`src/rtl/core/tfc_pkg.sv`:
```
// Shared types, constants and helpers of the timestamp frame cache.
package tfc_pkg;

    localparam int ENTRIES  = 64;
    localparam int CNT_W    = $clog2(ENTRIES + 1);
    localparam int TOTAL_W  = 32 + $clog2(ENTRIES);
    localparam int BUDGET_W = 38;
    localparam int SPAN_W   = 31;

    localparam logic [BUDGET_W-1:0] BUDGET_RESET = BUDGET_W'(268435456);

    localparam logic [1:0] CMD_PUT    = 2'd0;
    localparam logic [1:0] CMD_LOOKUP = 2'd1;
    localparam logic [1:0] CMD_CLEAR  = 2'd2;
    localparam logic [1:0] CMD_TRIM   = 2'd3;

    typedef struct packed {
        logic [63:0]       start;
        logic [SPAN_W-1:0] span;
        logic [31:0]       size;
        logic [31:0]       handle;
    } entry_t;

    typedef struct packed {
        logic below;
        logic eq;
        logic le;
    } cell_flags_t;

    typedef enum logic [1:0] {
        OP_HOLD,
        OP_INSERT,
        OP_REPLACE,
        OP_SHIFT
    } cell_op_t;

    // Signed less-than on two's complement stamps.
    function automatic logic s_less(input logic [63:0] a, input logic [63:0] b);
        return $signed(a) < $signed(b);
    endfunction

endpackage

```
`src/rtl/core/tfc_cell.sv`:
```
// One slot of the sorted entry row, shifting to and from its neighbors.
module tfc_cell (
    input  logic                 clk,
    input  tfc_pkg::cell_op_t    op,
    input  tfc_pkg::entry_t      new_entry,
    input  tfc_pkg::entry_t      left_entry,
    input  tfc_pkg::entry_t      right_entry,
    input  logic                 left_before,
    input  logic                 in_range,
    input  logic [63:0]          pts,
    output tfc_pkg::entry_t      entry,
    output tfc_pkg::cell_flags_t flags
);

    tfc_pkg::entry_t entry_reg;

    always_comb
    begin
        flags.below = in_range && tfc_pkg::s_less(entry_reg.start, pts);
        flags.eq    = in_range && (entry_reg.start == pts);
        flags.le    = in_range && !tfc_pkg::s_less(pts, entry_reg.start);
    end

    always_ff @(posedge clk)
    begin
        case (op)
            tfc_pkg::OP_INSERT:
            begin
                // The first slot not before the new stamp takes the new word,
                // every later slot takes its left neighbor.
                if (!flags.below)
                begin
                    if (left_before)
                        entry_reg <= new_entry;
                    else
                        entry_reg <= left_entry;
                end
            end
            tfc_pkg::OP_REPLACE:
            begin
                if (flags.eq)
                    entry_reg <= new_entry;
            end
            tfc_pkg::OP_SHIFT:
                entry_reg <= right_entry;
            default:
                entry_reg <= entry_reg;
        endcase
    end

    assign entry = entry_reg;

endmodule

```
`config.mk`:
```
export PLATFORM = sky130hd
export DESIGN_NAME = tfc_cell
export DESIGN_NICKNAME = d
export VERILOG_FILES = /design/src/rtl/core/tfc_pkg.sv /design/src/rtl/core/tfc_cell.sv
export SDC_FILE = /design/constraint.sdc
export NUM_CORES = 1
export LEC_CHECK = 0
export BUFFER_PORTS_ARGS = -buffer_cell sky130_fd_sc_hd__buf_2
export CAP_MARGIN = 20
export CORE_AREA = 2 2 275 277
export CTS_BUF_LIST = sky130_fd_sc_hd__clkbuf_4 sky130_fd_sc_hd__clkbuf_8 sky130_fd_sc_hd__clkbuf_16
export DETAILED_ROUTE_END_ITERATION = 16
export DIE_AREA = 0 0 277 279
export GPL_ROUTABILITY_DRIVEN = 1
export GPL_TIMING_DRIVEN = 0
export SLEW_MARGIN = 25
export SYNTH_ARGS = -nofsm -noshare
export SYNTH_HDL_FRONTEND = slang
export SYNTH_SLANG_ARGS = --single-unit
```
`constraint.sdc`:
```
create_clock -name clk -period 15.7 [get_ports clk]
set_input_delay 1.57 -clock clk [delete_from_list [all_inputs] [get_ports clk]]
set_output_delay 1.57 -clock clk [all_outputs]
set_load 0.02 [all_outputs]
```
==> Word-level counts from Yosys, hierarchy flattened <==
Index checks and enable logic that the tools add are counted.
{ "totals": {"register_bits": 159, "in_bits": 546, "output_inout_bits": 162, "elab_cells": 22} }
{ "op_classes": {"order_cmp": 2, "eq_ne": 6, "mux": 4, "reduce_logical": 6} }
{ "ops": {"columns": ["cell", "n"], "rows": [
  ["$mux W159", 3],
  ["$pmux W159 S3", 1],
  ["$lt A64 B64 Y1", 2],
  ["$eq A64 B64 Y1", 1],
  ["$eq A2 B2 Y1 const B", 2],
  ["$ne A2 B2 Y1 const B", 2],
  ["$logic_and A1 B1 Y1", 3],
  ["$reduce_and A3 Y1", 1],
  ["$reduce_bool A3 Y1", 1],
  ["$eq A2 B1 Y1 const B", 1],
  ["$logic_not A1 Y1", 1]
]} }

==> Longest topological paths before layout <==
{ "depth": {"depth_word": 4, "ltp_mapped": 10, "depth_no_buf": 10} }

==> Worst setup path before layout <==
Ideal clock, no wire load.
{ "synth_timing": {"path_type": "input-to-reg", "from": "input port pts[51]", "to": "register entry_reg (netlist bit entry[0]), enable pin", "setup_time_ps": 730, "arrival_ps": 10590, "required_time_ps": 14970, "path_slack_ps": 4380, "cell_stages": 9, "path_buffers": 0, "path_cell_list": "ha_1 -> a21oi_1 -> o21a_1 -> o221ai_1 -> a211o_1 -> a41oi_1 -> nand3_1 -> xnor2_1 -> a21oi_1"} }
{ "synth_via": {"elab_chain_cells": 4, "elab_cells_between_ends": 7, "cone_classes": "order compare: 1; eq/ne: 3; reduce/logical: 3"} }
{ "synth_lines": {"columns": ["element", "line_no", "text"], "rows": [
  ["start, declared", "tfc_cell.sv:10", "input logic [63:0] pts,"],
  ["$lt A64 B64 Y1 / $eq A64 B64 Y1 (equally long branches)", "tfc_pkg.sv:39, tfc_cell.sv:20", null],
  ["$logic_and A1 B1 Y1 (on tied branches)", "tfc_cell.sv:19, tfc_cell.sv:20", null],
  ["$ne A2 B2 Y1 (no source line)", null, null],
  ["$reduce_and A3 Y1 (no source line) (*)", null, null],
  ["end signal, assigned", "tfc_cell.sv:34", "entry_reg <= new_entry;"],
  ["end signal, assigned", "tfc_cell.sv:36", "entry_reg <= left_entry;"],
  ["end signal, assigned", "tfc_cell.sv:42", "entry_reg <= new_entry;"],
  ["end, declared", "tfc_cell.sv:15", "tfc_pkg::entry_t entry_reg;"]
]} }
Mark *: on every way between the ends. The rest lies on a longest branch, timed or not.
A chain may end at the register's enable or synchronous reset.

==> flow_metrics.py <==
metrics = {
    "run_status": {
        "outcome": "finished clean",
    },
    "final_layout": {
        "final_cells": 2671,
        "fin_util_pct": 19.9,
        "fill_cells": 8288,
        "drive_gt1_share_pct": 45.1,
        "largest_reg_flops": 159,
        "multiInputGateArea_um2": 3830,
        "area_growth_pct": 62.7,
        "regArea_um2": 4770,
        "final_nets": 2288,
    },
    "drt": {
        "avgViaCountPerCell": 3.96,
        "vias": 10600,
        "routed_wl_um": 57700,
        "ant_nets": 0,
        "drc": 0,
        "drtIter0Drc": 538,
        "drt_pass1_iterations": 4,
        "post_drt_wl_per_cell_um": 21.6,
    },
    "timing": {
        "skew_ps": 26.3,
        "max_slew_margin_pct": 44.2,
        "period_share_pct": 37.0,
        "setup_ws_ps": 9890,
        "period_minus_slack_ps": 5810,
        "rsz0062_at_grt": "false",
        "setup_viol": 0,
        "worst_pin_slew_ps": 835,
        "hold_violations": 0,
        "finalMaxSlewViolations": 0,
        "final.setup.tns_ps": 0,
        "fmax_ghz": 0.172,
    },
    "power_and_ir_drop": {
        "leakagePower_nw": 6.75,
        "powerDensity_nw_per_um2": 93.4,
        "power_mw": 1.38,
        "max-vdd-ir-drop_v": 0.0000569,
    },
    "clock_tree": {
        "cts_resized": 0,
        "post_cts_buffers": 0,
        "clk_pin_slew_ps": 90,
        "cts_buffers": 17,
        "cts_tree": "yes",
        "htreeDepth": 4,
        "clk_path_buf_depth": 2,
        "clock_latency_ps": 490,
        "ctsHoldBuffers": 0,
        "clock-root-buffer": "clkbuf_16",
        "cts_sinks": 159,
    },
    "grt": {
        "use_met3_pct": 4.67,
        "grt_pass1_wl_um": 78600,
        "grt_start_max_net_pins": 22,
        "use_met2_pct": 24.6,
        "grtUsageMet1_pct": 17.0,
        "antenna_found_initial": 45,
        "grtUsageTotal_pct": 14.7,
        "grt_pass1_vias": 10500,
        "busiest_layer": "met2",
        "overflow": 0,
    },
    "worst_hold_path": {
        "hp-class": "in2reg",
    },
    "synth": {
        "yosysSeqAreaShare_pct": 52.7,
        "syn_avg_cell_area_um2": 9.58,
        "synth-async-reset-ratio_pct": 0,
        "synth-seq-cells": 159,
        "yosysWarnings": 0,
        "yosys.area.top_type": "edfxtp_1",
        "ys_types": 39,
        "syn_area_um2": 9050,
        "syn_inst": 945,
        "ys.flop_type": "edfxtp_1",
        "synth_top_area_share_pct": 52.7,
        "syn-num-nets": 1555,
        "synth_edf_count": 159,
        "synth_area_leaders": "edfxtp_1 (53%), nor2_1 (12%), o22ai_1 (10%)",
    },
    "critical_path": {
        "critPathCaptureType": "output pin",
        "cp-start-kind": "input port",
        "crit_chain": "buf_2, ha_1, a21o_1, nand3_1, a21oi_1, a2111oi_1, a211o_1, nand3_1, xnor2_1, and3b_1, buf_2",
        "crit_arrival_ps": 4240,
        "crit_fanout": 3,
        "worst_path_max_delay_cell": "a2111oi_1",
        "required_ps": 14130,
        "critical_path_class": "in2out",
        "cp_slowest_stage_delay_ps": 770,
    },
    "place": {
        "placed_cells": 2628,
        "placement.setup.worst_slack_ps": 9820,
        "place_congestion": 0.912,
        "portBuffers": 705,
        "hpwlAfterDp_um": 48900,
    },
    "die": {
        "start_util_pct": 12.2,
        "chipWidth_um": 277,
        "num_rows": 100,
        "ios": 708,
        "dieArea_um2": 77300,
        "dieHeight_um": 279,
        "fp.coreArea_um2": 74100,
    },
    "run": {
        "drv_cap": 0,
    },
}
-- cells by family after synthesis --
family | synth area share (%)
and+or+nand+nor | 16.7
DFF | 52.7
buffers and inverters | 5.04
AOI/OAI and AO/OA | 15.2
adders and majority gates | 8.84
muxes | 1.33
xor gates and xnor gates | 0.0968
-- final cells by class --
| class | count | area share (%) |
|---|---|---|
| Antenna cell | 11 | 0.187 |
| Buffer | 56 | 1.51 |
| Clock buffer | 17 | 2.89 |
| Clock inverter | 15 | 1.43 |
| Inverter | 65 | 1.66 |
| Multi-Input combinational cell | 665 | 26.0 |
| Sequential cell | 159 | 32.4 |
| Tap cell | 969 | 8.23 |
| Timing Repair Buffer | 714 | 25.6 |
-- worst max-delay path, delay by kind of cell --
kind,cells,cell delay (ps)
simple gates,3,460
fa+ha+maj,1,300
buf+inv,2,290
xor+xnor,1,340
compound gates,4,1250
-- per-stage QoR --
step / cell area [µm²] / hold WS (ps)
final: 14700 / 1360
after global routing: 14700 / 1330
after CTS: 14700 / 1300
after detailed placement: 14100 / 1380
after global placement: 13800 / 1860
after floorplan: 9050 / 1770
-- cell usage after synthesis (all sizes together), types with 2 or more instances --
cell type and n:
o21a 2, a211oi 13, mux2i 12, clkbuf 42
edfxtp 159, o22ai 147, nand4 12, and2 2
nand2 18, inv 65, nor2b 14, nor2 301
nand3 8, a2111oi 2, buf 14, ha 64
o21ai 8, a211o 2, nor3 4, a21oi 41
-- routing by layer --
metal / vias up / part of all wire, %
li1: 4919 / -
met1: 4833 / 40
met2: 663 / 47
met3: 134 / 8.3
met4: 16 / 4.6
met5: - / 0.17
-- placed cells by master, fill, tap and decap left out, types with 2 or more instances in the layout --
cell / n
nand2_1: 18
clkinv_4: 2
nor2_1: 301
and2_1: 2
nand3_1: 7
o22ai_1: 147
o21ai_1: 2
nor2b_1: 14
clkinv_8: 7
mux2i_1: 12
buf_2: 707
inv_1: 65
inv_8: 2
diode_2: 11
o21a_1: 2
clkbuf_16: 17
nand4_2: 3
inv_6: 3
clkbuf_1: 35
o21ai_0: 6
nand4_1: 9
nor3_1: 4
clkbuf_2: 8
buf_16: 9
a211oi_1: 13
a211o_1: 2
buf_1: 11
edfxtp_1: 159
ha_1: 64
a21oi_1: 40
-- final timing paths --
kind                            slack (ps)                 start  cells after the start                   end
worst max-delay path                  9890                pts[9]                     11              flags[2]
worst max register to register       11560  entry[108]$_DFFE_PP_                     13  entry[114]$_DFFE_PP_
worst min-delay path                  1360        new_entry[151]                      3  entry[151]$_DFFE_PP_
worst min register to register        1390  entry[158]$_DFFE_PP_                      4  entry[141]$_DFFE_PP_
-- report_power, final --
group | internal [mW] | switching (mW) | leakage [nW] | total, mW
registers | 0.521 | 0.0181 | 1.52 | 0.539
logic | 0.142 | 0.226 | 4.92 | 0.368
clock network | 0.232 | 0.236 | 0.306 | 0.468
No activity file was read; power rests on OpenSTA's default activity.
